===== config.mk =====
export PLATFORM = sky130hd
export DESIGN_NAME = motor_shield_direction_shifter_top_flat
export DESIGN_NICKNAME = d
export VERILOG_FILES = /design/src/msds_pkg.sv /design/src/msds_if.sv /design/src/msds_front.sv /design/src/msds_queue.sv /design/src/msds_back.sv /design/src/motor_shield_direction_shifter_top.sv /design/src/flat_wrapper.sv
export SDC_FILE = /design/constraint.sdc
export NUM_CORES = 1
export LEC_CHECK = 0
export BUFFER_PORTS_ARGS = -buffer_cell sky130_fd_sc_hd__buf_2
export CORE_MARGIN = 5
export CORE_UTILIZATION = 50
export DETAILED_ROUTE_END_ITERATION = 10
export PLACE_DENSITY = 0.81
export RECOVER_POWER = 25
export SLEW_MARGIN = 20
export SYNTH_ARGS = -nofsm -noshare
export SYNTH_HDL_FRONTEND = slang
export SYNTH_SLANG_ARGS = --single-unit
export TNS_END_PERCENT = 1

===== constraint.sdc =====
create_clock -name clk_i -period 2.1 [get_ports clk_i]
set_clock_uncertainty 0.05 [all_clocks]
set_input_delay 0.525 -clock clk_i [delete_from_list [all_inputs] [get_ports clk_i]]
set_output_delay 0.525 -clock clk_i [all_outputs]
set_load 0.01 [all_outputs]

===== src/msds_pkg.sv =====
// Package for the motor shield direction shifter.
// Holds command kinds, shadow bit masks and the job record passed front to back.
// No dependencies.
`timescale 1ns / 1ps

package msds_pkg;

  typedef enum logic [1:0] {
    KIND_MOTOR_EN   = 2'd0,
    KIND_MOTOR_RUN  = 2'd1,
    KIND_STEP_EN    = 2'd2,
    KIND_STEP_BITS  = 2'd3
  } kind_e;

  localparam int unsigned QueueDepth = 2;

  localparam logic [6:0] DutyMax       = 7'd100;
  localparam logic [7:0] Step2Mask     = 8'hE1;
  localparam logic [3:0] Motor34Mask   = 4'hC;
  localparam logic [2:0] StepperTwo    = 3'd2;
  localparam logic [2:0] MotorUnitMax  = 3'd4;
  localparam logic [3:0] LatchIdx      = 4'd8;

  typedef struct packed {
    logic       shift;
    logic [7:0] shadow;
    logic       duty_cmd;
    logic [2:0] chan;
    logic [6:0] duty;
    logic       pins;
  } job_t;

  function automatic logic [7:0] motor_mask_a(input logic [1:0] m);
    logic [7:0] r;
    case (m)
      2'd0:    r = 8'h04;
      2'd1:    r = 8'h02;
      2'd2:    r = 8'h01;
      default: r = 8'h20;
    endcase
    return r;
  endfunction

  function automatic logic [7:0] motor_mask_b(input logic [1:0] m);
    logic [7:0] r;
    case (m)
      2'd0:    r = 8'h08;
      2'd1:    r = 8'h10;
      2'd2:    r = 8'h40;
      default: r = 8'h80;
    endcase
    return r;
  endfunction

  function automatic logic [7:0] coil_bits(input logic [3:0] nib);
    return {nib[3], nib[1], nib[2], 4'b0000, nib[0]};
  endfunction

endpackage


===== src/msds_if.sv =====
// Handshake channels of the direction shifter: command in, result out.
// Depends on nothing.
`timescale 1ns / 1ps

interface msds_cmd_if;
  logic       valid;
  logic       ready;
  logic [1:0] kind;
  logic [2:0] unit;
  logic [7:0] duty_percent;
  logic       turn_dir;
  logic [3:0] coil_nibble;

  modport source(output valid, kind, unit, duty_percent, turn_dir, coil_nibble, input ready);
  modport sink(input valid, kind, unit, duty_percent, turn_dir, coil_nibble, output ready);
endinterface

interface msds_res_if;
  logic       valid;
  logic       ready;
  logic       ser_bit;
  logic       is_latch;
  logic       accepted;
  logic       duty_write;
  logic [2:0] duty_channel;
  logic [6:0] duty_value;
  logic       stepper_pins_on;
  logic       last;

  modport source(output valid, ser_bit, is_latch, accepted, duty_write, duty_channel,
                 duty_value, stepper_pins_on, last, input ready);
  modport sink(input valid, ser_bit, is_latch, accepted, duty_write, duty_channel,
               duty_value, stepper_pins_on, last, output ready);
endinterface


===== src/msds_front.sv =====
// Command front end: conflict and enable checks, shadow and flag update.
// Depends on msds_pkg and msds_cmd_if; emits one job per command.
`timescale 1ns / 1ps

module msds_front (
  input  logic          clk_i,
  input  logic          rst_ni,
  msds_cmd_if.sink      cmd_i,
  input  logic          full_i,
  output logic          push_o,
  output msds_pkg::job_t job_o
);

  logic [7:0] shadow_q, shadow_d;
  logic [3:0] motor_en_q, motor_en_d;
  logic       step2_en_q, step2_en_d;

  logic       take;
  logic       ok;
  logic       motor_unit;
  logic [1:0] m;
  logic [7:0] mask_ab;
  logic [6:0] duty_sat;

  assign cmd_i.ready = !full_i;
  assign take        = cmd_i.valid && !full_i;
  assign push_o      = take;

  assign motor_unit = (cmd_i.unit != 3'd0) && (cmd_i.unit <= msds_pkg::MotorUnitMax);
  assign m          = 2'(cmd_i.unit - 3'd1);
  assign mask_ab    = msds_pkg::motor_mask_a(m) | msds_pkg::motor_mask_b(m);
  assign duty_sat   = (cmd_i.duty_percent > 8'(msds_pkg::DutyMax)) ? msds_pkg::DutyMax
                                                                   : cmd_i.duty_percent[6:0];

  always_comb begin
    ok          = 1'b0;
    shadow_d    = shadow_q;
    motor_en_d  = motor_en_q;
    step2_en_d  = step2_en_q;
    job_o       = '0;
    case (msds_pkg::kind_e'(cmd_i.kind))
      msds_pkg::KIND_MOTOR_EN: begin
        ok = motor_unit && !(m[1] && step2_en_q);
        shadow_d      = shadow_q & ~mask_ab;
        motor_en_d[m] = 1'b1;
      end
      msds_pkg::KIND_MOTOR_RUN: begin
        ok = motor_unit && motor_en_q[m];
        shadow_d = (shadow_q & ~mask_ab)
                 | (cmd_i.turn_dir ? msds_pkg::motor_mask_a(m) : msds_pkg::motor_mask_b(m));
        job_o.duty_cmd = 1'b1;
        job_o.chan     = cmd_i.unit;
        job_o.duty     = duty_sat;
      end
      msds_pkg::KIND_STEP_EN: begin
        ok = (cmd_i.unit == msds_pkg::StepperTwo)
          && ((motor_en_q & msds_pkg::Motor34Mask) == 4'd0);
        shadow_d   = shadow_q & ~msds_pkg::Step2Mask;
        step2_en_d = 1'b1;
        job_o.pins = 1'b1;
      end
      msds_pkg::KIND_STEP_BITS: begin
        ok = (cmd_i.unit == msds_pkg::StepperTwo) && step2_en_q;
        shadow_d = (shadow_q & ~msds_pkg::Step2Mask) | msds_pkg::coil_bits(cmd_i.coil_nibble);
      end
      default: begin
        ok = 1'b0;
      end
    endcase
    if (!ok) begin
      shadow_d   = shadow_q;
      motor_en_d = motor_en_q;
      step2_en_d = step2_en_q;
      job_o      = '0;
    end else begin
      job_o.shift  = 1'b1;
      job_o.shadow = shadow_d;
    end
  end

  always_ff @(posedge clk_i or negedge rst_ni) begin
    if (!rst_ni) begin
      shadow_q   <= '0;
      motor_en_q <= '0;
      step2_en_q <= 1'b0;
    end else if (take) begin
      shadow_q   <= shadow_d;
      motor_en_q <= motor_en_d;
      step2_en_q <= step2_en_d;
    end
  end

endmodule


===== src/msds_queue.sv =====
// Short job queue between the front end and the shift sequencer.
// Depends on msds_pkg for the job record.
`timescale 1ns / 1ps

module msds_queue #(
  parameter int unsigned Depth = msds_pkg::QueueDepth
) (
  input  logic           clk_i,
  input  logic           rst_ni,
  input  logic           push_i,
  input  msds_pkg::job_t data_i,
  output logic           full_o,
  input  logic           pop_i,
  output logic           valid_o,
  output msds_pkg::job_t data_o
);

  localparam int unsigned PtrW = (Depth > 1) ? $clog2(Depth) : 1;
  localparam int unsigned CntW = $clog2(Depth + 1);
  localparam logic [PtrW-1:0] PtrLast = PtrW'(Depth - 1);
  localparam logic [CntW-1:0] CntFull = CntW'(Depth);

  msds_pkg::job_t  mem_q [Depth];
  logic [PtrW-1:0] wr_q, wr_d, rd_q, rd_d;
  logic [CntW-1:0] cnt_q, cnt_d;
  logic            do_push, do_pop;

  assign full_o  = (cnt_q == CntFull);
  assign valid_o = (cnt_q != '0);
  assign data_o  = mem_q[rd_q];
  assign do_push = push_i && !full_o;
  assign do_pop  = pop_i && valid_o;

  always_comb begin
    wr_d  = wr_q;
    rd_d  = rd_q;
    cnt_d = cnt_q;
    if (do_push) begin
      wr_d = (wr_q == PtrLast) ? '0 : wr_q + PtrW'(1);
    end
    if (do_pop) begin
      rd_d = (rd_q == PtrLast) ? '0 : rd_q + PtrW'(1);
    end
    if (do_push && !do_pop) begin
      cnt_d = cnt_q + CntW'(1);
    end else if (do_pop && !do_push) begin
      cnt_d = cnt_q - CntW'(1);
    end
  end

  always_ff @(posedge clk_i or negedge rst_ni) begin
    if (!rst_ni) begin
      wr_q  <= '0;
      rd_q  <= '0;
      cnt_q <= '0;
    end else begin
      wr_q  <= wr_d;
      rd_q  <= rd_d;
      cnt_q <= cnt_d;
    end
  end

  always_ff @(posedge clk_i) begin
    if (do_push) begin
      mem_q[wr_q] <= data_i;
    end
  end

endmodule


===== src/msds_back.sv =====
// Shift sequencer: turns each job into eight serial bit items and a latch item.
// Depends on msds_pkg and msds_res_if; a rejected job gives one closing item.
`timescale 1ns / 1ps

module msds_back (
  input  logic           clk_i,
  input  logic           rst_ni,
  input  logic           valid_i,
  input  msds_pkg::job_t job_i,
  output logic           pop_o,
  msds_res_if.source     res_o
);

  msds_pkg::job_t job_q, job_d;
  logic           busy_q, busy_d;
  logic [3:0]     idx_q, idx_d;

  logic           out_valid_q, out_valid_d;
  logic           ser_q, ser_d, latch_q, latch_d, acc_q, acc_d, dw_q, dw_d;
  logic [2:0]     ch_q, ch_d;
  logic [6:0]     dv_q, dv_d;
  logic           pins_q, pins_d, last_q, last_d;

  logic           load;
  logic           final_item;

  assign load       = !out_valid_q || res_o.ready;
  assign final_item = !job_q.shift || (idx_q == msds_pkg::LatchIdx);

  always_comb begin
    job_d       = job_q;
    busy_d      = busy_q;
    idx_d       = idx_q;
    pop_o       = 1'b0;
    out_valid_d = out_valid_q && !res_o.ready;
    ser_d   = ser_q;
    latch_d = latch_q;
    acc_d   = acc_q;
    dw_d    = dw_q;
    ch_d    = ch_q;
    dv_d    = dv_q;
    pins_d  = pins_q;
    last_d  = last_q;
    if (load) begin
      if (busy_q) begin
        out_valid_d = 1'b1;
        ser_d   = 1'b0;
        latch_d = 1'b0;
        acc_d   = 1'b0;
        dw_d    = 1'b0;
        ch_d    = '0;
        dv_d    = '0;
        pins_d  = 1'b0;
        last_d  = final_item;
        if (job_q.shift) begin
          if (idx_q == msds_pkg::LatchIdx) begin
            latch_d = 1'b1;
            acc_d   = 1'b1;
            dw_d    = job_q.duty_cmd;
            ch_d    = job_q.chan;
            dv_d    = job_q.duty;
            pins_d  = job_q.pins;
          end else begin
            ser_d = job_q.shadow[3'(3'd7 - idx_q[2:0])];
            if (idx_q == 4'd0) begin
              dw_d = job_q.duty_cmd;
              ch_d = job_q.chan;
            end
          end
        end
        if (final_item) begin
          pop_o  = valid_i;
          busy_d = valid_i;
          job_d  = job_i;
          idx_d  = '0;
        end else begin
          idx_d = idx_q + 4'd1;
        end
      end else begin
        pop_o  = valid_i;
        busy_d = valid_i;
        job_d  = job_i;
        idx_d  = '0;
      end
    end
  end

  always_ff @(posedge clk_i or negedge rst_ni) begin
    if (!rst_ni) begin
      busy_q      <= 1'b0;
      idx_q       <= '0;
      out_valid_q <= 1'b0;
    end else begin
      busy_q      <= busy_d;
      idx_q       <= idx_d;
      out_valid_q <= out_valid_d;
    end
  end

  always_ff @(posedge clk_i) begin
    job_q   <= job_d;
    ser_q   <= ser_d;
    latch_q <= latch_d;
    acc_q   <= acc_d;
    dw_q    <= dw_d;
    ch_q    <= ch_d;
    dv_q    <= dv_d;
    pins_q  <= pins_d;
    last_q  <= last_d;
  end

  assign res_o.valid           = out_valid_q;
  assign res_o.ser_bit         = ser_q;
  assign res_o.is_latch        = latch_q;
  assign res_o.accepted        = acc_q;
  assign res_o.duty_write      = dw_q;
  assign res_o.duty_channel    = ch_q;
  assign res_o.duty_value      = dv_q;
  assign res_o.stepper_pins_on = pins_q;
  assign res_o.last            = last_q;

endmodule


===== src/motor_shield_direction_shifter_top.sv =====
// Top level of the motor shield direction shifter.
// Depends on msds_pkg, msds_if, msds_front, msds_queue and msds_back.
//
// Usage:
//   cmd_i carries motor enable, motor run, stepper enable and stepper bits
//   commands; res_o carries the items of each command, the final one marked
//   by last. An accepted command gives eight serial bit items (MSB first)
//   and a latch item; a refused command gives one item with only last set.
//   The first item of a command passes through the queue, then the sequencer's
//   job register and then its output register before it shows on res_o.
//   Throughput: one result item per cycle while res_o is ready, a rate set by
//   the shift sequencer. Items of consecutive commands follow with no gap.
//   Commands are checked and the shadow updated at acceptance; up to
//   QueueDepth checked commands wait while the sequencer is busy, and
//   cmd_i.ready drops only when that queue is full.
//   Reset clears the shadow, the motor flags, the stepper 2 flag and the
//   queue. A stalled res_o holds its item; the queue keeps filling.
`timescale 1ns / 1ps

module motor_shield_direction_shifter_top #(
  parameter int unsigned QueueDepth = msds_pkg::QueueDepth
) (
  input  logic       clk_i,
  input  logic       rst_ni,
  msds_cmd_if.sink   cmd_i,
  msds_res_if.source res_o
);

  logic           push;
  logic           full;
  logic           pop;
  logic           q_valid;
  msds_pkg::job_t job_in;
  msds_pkg::job_t job_out;

  msds_front u_front (
    .clk_i  (clk_i),
    .rst_ni (rst_ni),
    .cmd_i  (cmd_i),
    .full_i (full),
    .push_o (push),
    .job_o  (job_in)
  );

  msds_queue #(
    .Depth (QueueDepth)
  ) u_queue (
    .clk_i   (clk_i),
    .rst_ni  (rst_ni),
    .push_i  (push),
    .data_i  (job_in),
    .full_o  (full),
    .pop_i   (pop),
    .valid_o (q_valid),
    .data_o  (job_out)
  );

  msds_back u_back (
    .clk_i   (clk_i),
    .rst_ni  (rst_ni),
    .valid_i (q_valid),
    .job_i   (job_out),
    .pop_o   (pop),
    .res_o   (res_o)
  );

endmodule


===== src/flat_wrapper.sv =====
// flat-port wrapper written by rule: the top's interface ports become plain ports
module motor_shield_direction_shifter_top_flat 
#(
  parameter int unsigned QueueDepth = msds_pkg::QueueDepth
)
  (clk_i, rst_ni, cmd_i_valid, cmd_i_kind, cmd_i_unit, cmd_i_duty_percent, cmd_i_turn_dir, cmd_i_coil_nibble, cmd_i_ready, res_o_valid, res_o_ser_bit, res_o_is_latch, res_o_accepted, res_o_duty_write, res_o_duty_channel, res_o_duty_value, res_o_stepper_pins_on, res_o_last, res_o_ready);
  msds_cmd_if cmd_i_i ();
  msds_res_if res_o_i ();
  input  logic clk_i;
  input  logic rst_ni;
  input wire logic [$bits(cmd_i_i.valid)-1:0] cmd_i_valid;
  input wire logic [$bits(cmd_i_i.kind)-1:0] cmd_i_kind;
  input wire logic [$bits(cmd_i_i.unit)-1:0] cmd_i_unit;
  input wire logic [$bits(cmd_i_i.duty_percent)-1:0] cmd_i_duty_percent;
  input wire logic [$bits(cmd_i_i.turn_dir)-1:0] cmd_i_turn_dir;
  input wire logic [$bits(cmd_i_i.coil_nibble)-1:0] cmd_i_coil_nibble;
  output wire logic [$bits(cmd_i_i.ready)-1:0] cmd_i_ready;
  output wire logic [$bits(res_o_i.valid)-1:0] res_o_valid;
  output wire logic [$bits(res_o_i.ser_bit)-1:0] res_o_ser_bit;
  output wire logic [$bits(res_o_i.is_latch)-1:0] res_o_is_latch;
  output wire logic [$bits(res_o_i.accepted)-1:0] res_o_accepted;
  output wire logic [$bits(res_o_i.duty_write)-1:0] res_o_duty_write;
  output wire logic [$bits(res_o_i.duty_channel)-1:0] res_o_duty_channel;
  output wire logic [$bits(res_o_i.duty_value)-1:0] res_o_duty_value;
  output wire logic [$bits(res_o_i.stepper_pins_on)-1:0] res_o_stepper_pins_on;
  output wire logic [$bits(res_o_i.last)-1:0] res_o_last;
  input wire logic [$bits(res_o_i.ready)-1:0] res_o_ready;
  assign cmd_i_i.valid = cmd_i_valid;
  assign cmd_i_i.kind = cmd_i_kind;
  assign cmd_i_i.unit = cmd_i_unit;
  assign cmd_i_i.duty_percent = cmd_i_duty_percent;
  assign cmd_i_i.turn_dir = cmd_i_turn_dir;
  assign cmd_i_i.coil_nibble = cmd_i_coil_nibble;
  assign cmd_i_ready = cmd_i_i.ready;
  assign res_o_valid = res_o_i.valid;
  assign res_o_ser_bit = res_o_i.ser_bit;
  assign res_o_is_latch = res_o_i.is_latch;
  assign res_o_accepted = res_o_i.accepted;
  assign res_o_duty_write = res_o_i.duty_write;
  assign res_o_duty_channel = res_o_i.duty_channel;
  assign res_o_duty_value = res_o_i.duty_value;
  assign res_o_stepper_pins_on = res_o_i.stepper_pins_on;
  assign res_o_last = res_o_i.last;
  assign res_o_i.ready = res_o_ready;
  motor_shield_direction_shifter_top #(.QueueDepth(QueueDepth)) u_core (.clk_i(clk_i), .rst_ni(rst_ni), .cmd_i(cmd_i_i), .res_o(res_o_i));
endmodule

==> impl_metrics.csv, run 1 <==
group,metric,value,unit
run_status,outcome,"finished, final reports clean",
run,drv_cap,0,
timing,fmax,503.1,MHz
floorplan,die_area,0.01056,mm2
floorplan,start_util,51.86,%
global_routing,grt_pass1_wl,11820,um
placement,dp_hpwl,5134,um
route,drc_errors,0,
worst_setup_path,slowest_stage,"ha_1",
power_and_ir_drop,power_density,1202,mW/mm2
route,drt_iter0_drc,125,
power_and_ir_drop,p_sw,1.841,mW
yosys,synth_seq_cells,101,
worst_setup_path,end_kind,"flop",
clocking,clkSinkCount,101,
yosys,synth-simple-area-share,10.49,%
yosys,synth-edff-count,78,
timing,layout_setup_ws,0.1125,ns
power_and_ir_drop,power.leakage,2.016,nW
placement,pre_cts_slack,-0.3907,ns
global_routing,grt_usage,14.76,%
cells_and_area,layout-drive-gt1-share,32.29,%
yosys,synth_compound_area_share,7.006,%
cells_and_area,multi_input_area,0.001313,mm2
global_routing,first_global_vias,2489,
clocking,cts_root_buffer,"clkbuf_8",
timing,final-setup-viol-count,0,
cells_and_area,final_common_cell,"edfxtp_1",
yosys,yosys.area.top_type,"edfxtp_1",
power_and_ir_drop,total_power,5.958,mW
worst_hold_path,hold_class,"in2async",
yosys,synth.top_cell.area_share,54.42,%
yosys,synth_mux_area_share,9.331,%
cells_and_area,diodes,0,
global_routing,antenna_found_initial,0,
cells_and_area,fill_cells,656,
floorplan,dieHeight,102.8,um
worst_setup_path,worst_ep_arrival_time,2.19,ns
worst_setup_path,required,2.30,ns
floorplan,coreArea,0.008299,mm2
timing,hold_violations,0,
clocking,cts_buffer_depth,2,
timing,tightestPinTransition,1.353,ns
worst_setup_path,slowest_delay,0.36,ns
yosys,synthAdderAreaFrac,2.035,%
yosys,synth_top_family_by_area,"simple AND/OR/NAND/NOR gates",
yosys,syn_area_per_cell,15.21,um2
timing,period_needed,1.987,ns
clocking,cts_tree,"done",
yosys,synth_xor_area_share,1.221,%
cells_and_area,fin_nets,374,
route,postRouteAntennaNets,0,
floorplan,num_rows,33,
cells_and_area,utilization,59.70,%
power_and_ir_drop,p_comb_share,26.8,%
clocking,clkLatencyLatePin,0.37,ns
placement,port_buffers,39,
yosys,synth.distinct_cells,50,
worst_setup_path,cp_max_fo,3,
global_routing,overflow,0,
route,routedWlPerCell,15.82,um
yosys,async_flop_share,22.77,%
clocking,numCtsBuffers,9,
global_routing,grt_max_degree,24,
yosys,synthFlopType,"edfxtp_1",
cells_and_area,final-seq-area,0.002918,mm2
worst_setup_path,critPathKind,"in2reg",
worst_setup_path,start_kind,"input port",
worst_setup_path,cp_top_family,"multiplexers",
route,first_pass_iters,4,
timing,slew_headroom,9.799,%
placement,gp_congestion,0.8588,
timing,finalSetupTns,0,ns
timing,rsz0062_at_grt,"false",
power_and_ir_drop,swShare,30.90,%
timing,holdWs,0.3916,ns
power_and_ir_drop,sequentialPowerShare,52.7,%
timing,finalCritPeriodShare,94.64,%
yosys,synth-seq-area-share,67.79,%
yosys,synth.top_cells.by_area,"edfxtp_1 (54%), dfrtp_1 (13%), mux2_2 (6.5%)",
floorplan,die_w,102.8,um
route,vias_per_cell,5.431,
worst_setup_path,critPathBufInv,2,
yosys,synth_cells,283,
cells_and_area,syn_to_final_growth,15.12,%
worst_setup_path,crit_chain,"buf_2, inv_1, ha_1, mux2i_1, a2bb2oi_1, a21oi_2, nand3b_4, mux2_2",
clocking,path_clk_slew,0.11,ns
route,vias,2471,
yosys,syn-num-nets,312,
cells_and_area,layout_common_cells,"edfxtp_1 (78), buf_2 (38), dfrtp_1 (23), mux2_2 (22), buf_4 (20)",
power_and_ir_drop,irDropWorstVdd,0.6248,mV
floorplan,io_pins,40,
route,wl,7199,um
yosys,syn_area,0.004304,mm2
power_and_ir_drop,p_clk_share,20.5,%
yosys,ys.warnings.count,0,
clocking,htree_levels,3,
power_and_ir_drop,intPower,4.117,mW
timing,drv_slew,0,
clocking,cts_hold_buf,0,
Yosys cell counts, types with 2 or more instances:
master    number
and2_2         3
nor3_1         2
inv_1          8
nor2_1        19
buf_4          2
buf_1          2
o21ai_0       10
mux2i_1        6
dfrtp_1       23
a22o_1         4
o21a_1         3
mux4_2         2
nand2_1        8
a21o_1         4
nand2b_1       4
and3_1        16
ha_1           7
and2_1         7
xnor2_1        3
clkbuf_1       3
mux2_2        25
buf_6          2
nand3_1        2
nor2b_1        6
a31o_1         2
edfxtp_1      78
xor2_1         3
a22oi_1        4
o31ai_1        4
kinds of logic after synthesis:
kind of cell	Yosys count
buf+inv	18
flops	101
simple gates	78
fa+ha+maj	7
xor+xnor	6
mux	34
compound gates	39
per-stage QoR:
step | area (um2) | instances
2_1_floorplan | 4307 | 283
3_3_place_gp | 4730 | 438
3_5_place_dp | 4730 | 438
4_1_cts | 4940 | 454
5_1_grt | 4955 | 455
6_report | 4955 | 455
power groups by stage:
stage / clock network (mW) / registers, mW / logic, mW
after detailed placement: 0 / 3.19 / 1.59
after global routing: 1.32 / 3.21 / 1.76
after CTS: 1.25 / 3.15 / 1.60
after floorplan: 0 / 3.21 / 1.03
final: 1.22 / 3.14 / 1.60
after global placement: 0 / 3.15 / 1.54
registers in the layout, summed over array words and instances (netlist names), 2 cells and up:
register and flops:
u_core.u_back.idx_q 4, u_core.u_back.job_q 21, u_core.u_back.res_o.duty_channel 3, u_core.u_back.res_o.duty_value 7, u_core.u_front.motor_en_q 4, u_core.u_front.shadow_q 8, u_core.u_queue.cnt_q 2, u_core.u_queue.mem_q 42
path summary, 6_finish.rpt:
check | startpoint | end | slack, ns | depth (start not counted)
max | cmd_i_unit[0] | u_core.u_front.shadow_q[3]$_DFFE_PN0P_ | 0.11 | 8
min | rst_ni | u_core.u_back.idx_q[0]$_DFFE_PN0N_ | 0.39 | 1
max reg2reg | u_core.u_back.idx_q[1]$_DFFE_PN0N_ | u_core.u_queue.cnt_q[1]$_DFFE_PN0P_ | 0.13 | 9
min reg2reg | u_core.u_front.motor_en_q[1]$_DFFE_PN0P_ | u_core.u_front.motor_en_q[1]$_DFFE_PN0P_ | 0.45 | 1
max in group asynchronous | rst_ni | u_core.u_front.shadow_q[3]$_DFFE_PN0P_ | 0.82 | 1
min in group clk_i | cmd_i_duty_percent[0] | u_core.u_queue.mem_q[0][1]$_DFFE_PP_ | 0.43 | 2
per-layer routing:
metal	wire length, um	track usage [%]	up-vias
met3	300	3.518	10
met1	3155	18.37	1233
li1	-	-	1182
met2	3643	24.98	46
met4	100	5.976	0
met5	0	0	-
what timing repair did:
action	CTS	global route
setup endpoints to repair	4	9
gates resized for setup	0	2
pin swaps	1	1
buffers inserted	0	1
final cells by class:
class                   instances  share of cell area [%]
flip-flops and latches        101                   58.89
repair buffers                 61                   7.121
clock buffers                   9                   2.500
clock inverters                 7                   1.742
well taps                     105                   2.652
inverters                       8                  0.6061
multi-input cells             164                   26.49
No activity file was read; power rests on OpenSTA's default activity.
==> run 2: changes to the inputs <==
--- a/config.mk
+++ b/config.mk
@@ -5,10 +5,12 @@
 export SDC_FILE = /design/constraint.sdc
 export NUM_CORES = 1
 export LEC_CHECK = 0
+export ABC_AREA = 1
 export BUFFER_PORTS_ARGS = -buffer_cell sky130_fd_sc_hd__buf_2
 export CORE_MARGIN = 5
 export CORE_UTILIZATION = 50
 export DETAILED_ROUTE_END_ITERATION = 10
+export GPL_TIMING_DRIVEN = 0
 export PLACE_DENSITY = 0.81
 export RECOVER_POWER = 25
 export SLEW_MARGIN = 20
==> run 2 against run 1 <==
Cell area grew 1.9%. Core utilization shrank 1.2 points. First-iteration DRC count grew 42%. Via count grew 17%. Routed wire length grew 7.6%. Synthesized area grew 2.4%. Non-clock buffer count shrank 9. Global-route usage grew 0.38 points. Clock power is essentially flat. Final cell count grew 29%. Critical path depth grew 3. Fmax shrank 0.48%. Largest cell class unchanged. Largest power group unchanged. Highest routed layer unchanged.
==> impl_metrics.csv, run 2 <==
group,metric,value,unit
run_status,outcome,"finished, final reports clean",
route,vias_per_cell,4.947,
global_routing,first_global_vias,2820,
clocking,cts_hold_buf,0,
worst_setup_path,cp_max_fo,5,
cells_and_area,utilization,58.49,%
cells_and_area,layout-drive-gt1-share,20.50,%
route,drt_iter0_drc,177,
cells_and_area,top_register,"u_core.u_queue.mem_q",
worst_setup_path,worst_ep_arrival_time,2.21,ns
worst_setup_path,required,2.32,ns
cells_and_area,largest_register_ffs,42,
run,drv_cap,0,
clocking,htree_levels,3,
global_routing,grt_usage,15.15,%
yosys,synth_commonest_cells,"nand2_1 (117), edfxtp_1 (78), inv_1 (53)",
timing,period_needed,1.997,ns
yosys,synth_seq_cells,101,
clocking,cts_root_buffer,"clkbuf_8",
cells_and_area,diodes,0,
clocking,clkSinkCount,101,
timing,finalSetupTns,0,ns
clocking,numCtsBuffers,9,
cells_and_area,layout_common_cells,"nand2_1 (115), edfxtp_1 (78), inv_1 (51), nor2_1 (41), buf_2 (38)",
yosys,synth.distinct_cells,36,
cells_and_area,fin_nets,502,
clocking,cts_buffer_depth,2,
clocking,clkLatencyLatePin,0.37,ns
power_and_ir_drop,sequentialPowerShare,51.5,%
power_and_ir_drop,p_comb_share,29.4,%
cells_and_area,stdcell_area,0.005051,mm2
global_routing,overflow,0,
floorplan,num_rows,34,
cells_and_area,reg_top3,"u_core.u_queue.mem_q: 42 flops, u_core.u_back.job_q: 21 flops, u_core.u_front.shadow_q: 8 flops",
timing,tightestPinTransition,1.376,ns
yosys,syn_area,0.004405,mm2
timing,fmax,500.7,MHz
placement,gp_congestion,0.8732,
floorplan,die_w,103.9,um
yosys,synth_cells,419,
yosys,synth.top_cell.area_share,53.17,%
yosys,synth-edff-count,78,
yosys,syn-num-nets,448,
floorplan,start_util,51.01,%
timing,drv_slew,0,
timing,holdWs,0.4019,ns
global_routing,antenna_found_initial,0,
timing,finalCritPeriodShare,95.10,%
yosys,synth-seq-area-share,66.23,%
worst_setup_path,critPathKind,"reg2reg",
floorplan,dieHeight,103.9,um
yosys,syn_area_per_cell,10.51,um2
worst_setup_path,end_kind,"flop",
timing,final-setup-viol-count,0,
power_and_ir_drop,p_sw,2.125,mW
placement,port_buffers,38,
power_and_ir_drop,swShare,34.27,%
yosys,synthFlopType,"edfxtp_1",
placement,dpl_cell_area,0.004822,mm2
yosys,yosys.area.top_type,"edfxtp_1",
clocking,cts_tree,"done",
placement,dp_hpwl,5406,um
power_and_ir_drop,power_density,1228,mW/mm2
power_and_ir_drop,power.leakage,2.251,nW
global_routing,grt_pass1_wl,13320,um
power_and_ir_drop,irDropWorstVdd,0.7524,mV
timing,rsz0062_at_grt,"false",
power_and_ir_drop,intPower,4.076,mW
floorplan,io_pins,40,
cells_and_area,syn_to_final_growth,14.65,%
route,routedWlPerCell,13.22,um
route,drc_errors,0,
timing,hold_violations,0,
route,wl,7745,um
power_and_ir_drop,p_clk_share,19.1,%
clocking,path_clk_slew,0.11,ns
yosys,synth.most_common_cell,"nand2_1",
floorplan,die_area,0.01079,mm2
worst_setup_path,start_kind,"flop",
cells_and_area,fill_cells,711,
worst_hold_path,hold_class,"in2async",
yosys,async_flop_share,22.77,%
global_routing,grt_max_degree,24,
route,postRouteAntennaNets,0,
floorplan,coreArea,0.008636,mm2
timing,slew_headroom,8.253,%
cells_and_area,final_common_cell,"nand2_1",
route,first_pass_iters,4,
route,vias,2899,
yosys,ys.warnings.count,0,
yosys,synth.top_cells.by_area,"edfxtp_1 (53%), dfrtp_1 (13%), nand2_1 (10%)",
==> run 2: cell count changes after synthesis, moves of 7 or more <==
cell	previous run	this run
nand2_1	8	117
inv_1	8	53
mux2_2	25	0
nor2_1	19	44
and3_1	16	0
nand3_1	2	17
a21oi_1	1	10
and2_1	7	0
nor2_2	0	7
o21ai_0	10	17
==> run 2: per-stage QoR <==
stage | worst slack [ns] | cells | power [mW]
global route | 0.008741 | 586 | 6.637
detailed placement | -0.4986 | 567 | 5.008
CTS | 0.08670 | 585 | 6.246
floorplan | -0.1504 | 419 | 4.446
global placement | -0.3681 | 565 | 4.866
finish | 0.1028 | 586 | 6.200
==> run 2: layout make-up <==
cell class,count,area [um2],area share [%]
plain buffers,10,75.07,1.486
clock buffers,9,123.9,2.452
clock inverters,7,77.57,1.536
inverters,57,219.0,4.335
multi-input cells,252,1276,25.27
flip-flops and latches,101,2918,57.77
well taps,108,135.1,2.675
repair buffers,42,226.5,4.484
==> run 2: final timing paths <==
| path | startpoint | to | slack (ns) | cells past startpoint |
|---|---|---|---|---|
| worst max-delay path | u_core.u_back.idx_q[1]$_DFFE_PN0N_ | u_core.u_queue.cnt_q[1]$_DFFE_PN0P_ | 0.10 | 11 |
| worst max register to register | u_core.u_back.idx_q[1]$_DFFE_PN0N_ | u_core.u_queue.cnt_q[1]$_DFFE_PN0P_ | 0.10 | 11 |
| max in group asynchronous | rst_ni | u_core.u_queue.cnt_q[0]$_DFFE_PN0P_ | 0.79 | 1 |
| worst min-delay path | rst_ni | u_core.u_front.shadow_q[6]$_DFFE_PN0P_ | 0.40 | 1 |
| min in group clk_i | u_core.u_front.motor_en_q[0]$_DFFE_PN0P_ | u_core.u_front.motor_en_q[0]$_DFFE_PN0P_ | 0.42 | 2 |
| worst min register to register | u_core.u_front.motor_en_q[0]$_DFFE_PN0P_ | u_core.u_front.motor_en_q[0]$_DFFE_PN0P_ | 0.42 | 2 |
==> run 2: critical path, cell delays in order, from the launching register on <==
cell     delay (ns)
dfrtp_1        0.44
inv_1          0.17
ha_4           0.18
nand3_2        0.07
nand2_2        0.08
inv_2          0.08
o21ai_4        0.15
nand2_2        0.12
ha_4           0.27
a21oi_2        0.09
o21ai_1        0.08
xnor2_1        0.12
==> run 2: kinds of logic (layout without fill, tap and decap cells) <==
kind of cell    count (synthesis)  count (layout)  synth area share [%]
xor+xnor                        5               5                0.9942
fa+ha+maj                       7               7                 1.988
buf+inv                        67             125                 6.333
compound gates                 37              38                 4.800
flops                         101             101                 66.23
simple gates                  202             202                 19.65
==> run 2: what timing repair did <==
action / 4_1_cts / 5_1_grt
pin swaps: 1 / 0
resized for setup: 1 / 1
setup buffers: 1 / 1
cloned: 1 / 0
endpoints found under the setup margin: 3 / 1
==> run 2: per-layer routing <==
metal,track usage (%),up-vias,wire length [um]
li1,-,1473,-
met1,18.61,1329,3261
met2,25.96,86,3930
met3,4.780,11,444
met4,3.885,0,108
met5,0,-,0
==> run 2: power groups by stage <==
stage	logic, mW	registers (mW)	clock network [mW]
final	1.82	3.19	1.19
after global routing	2.07	3.26	1.31
after CTS	1.83	3.20	1.22
after detailed placement	1.77	3.24	0
after global placement	1.64	3.23	0
after floorplan	1.19	3.26	0
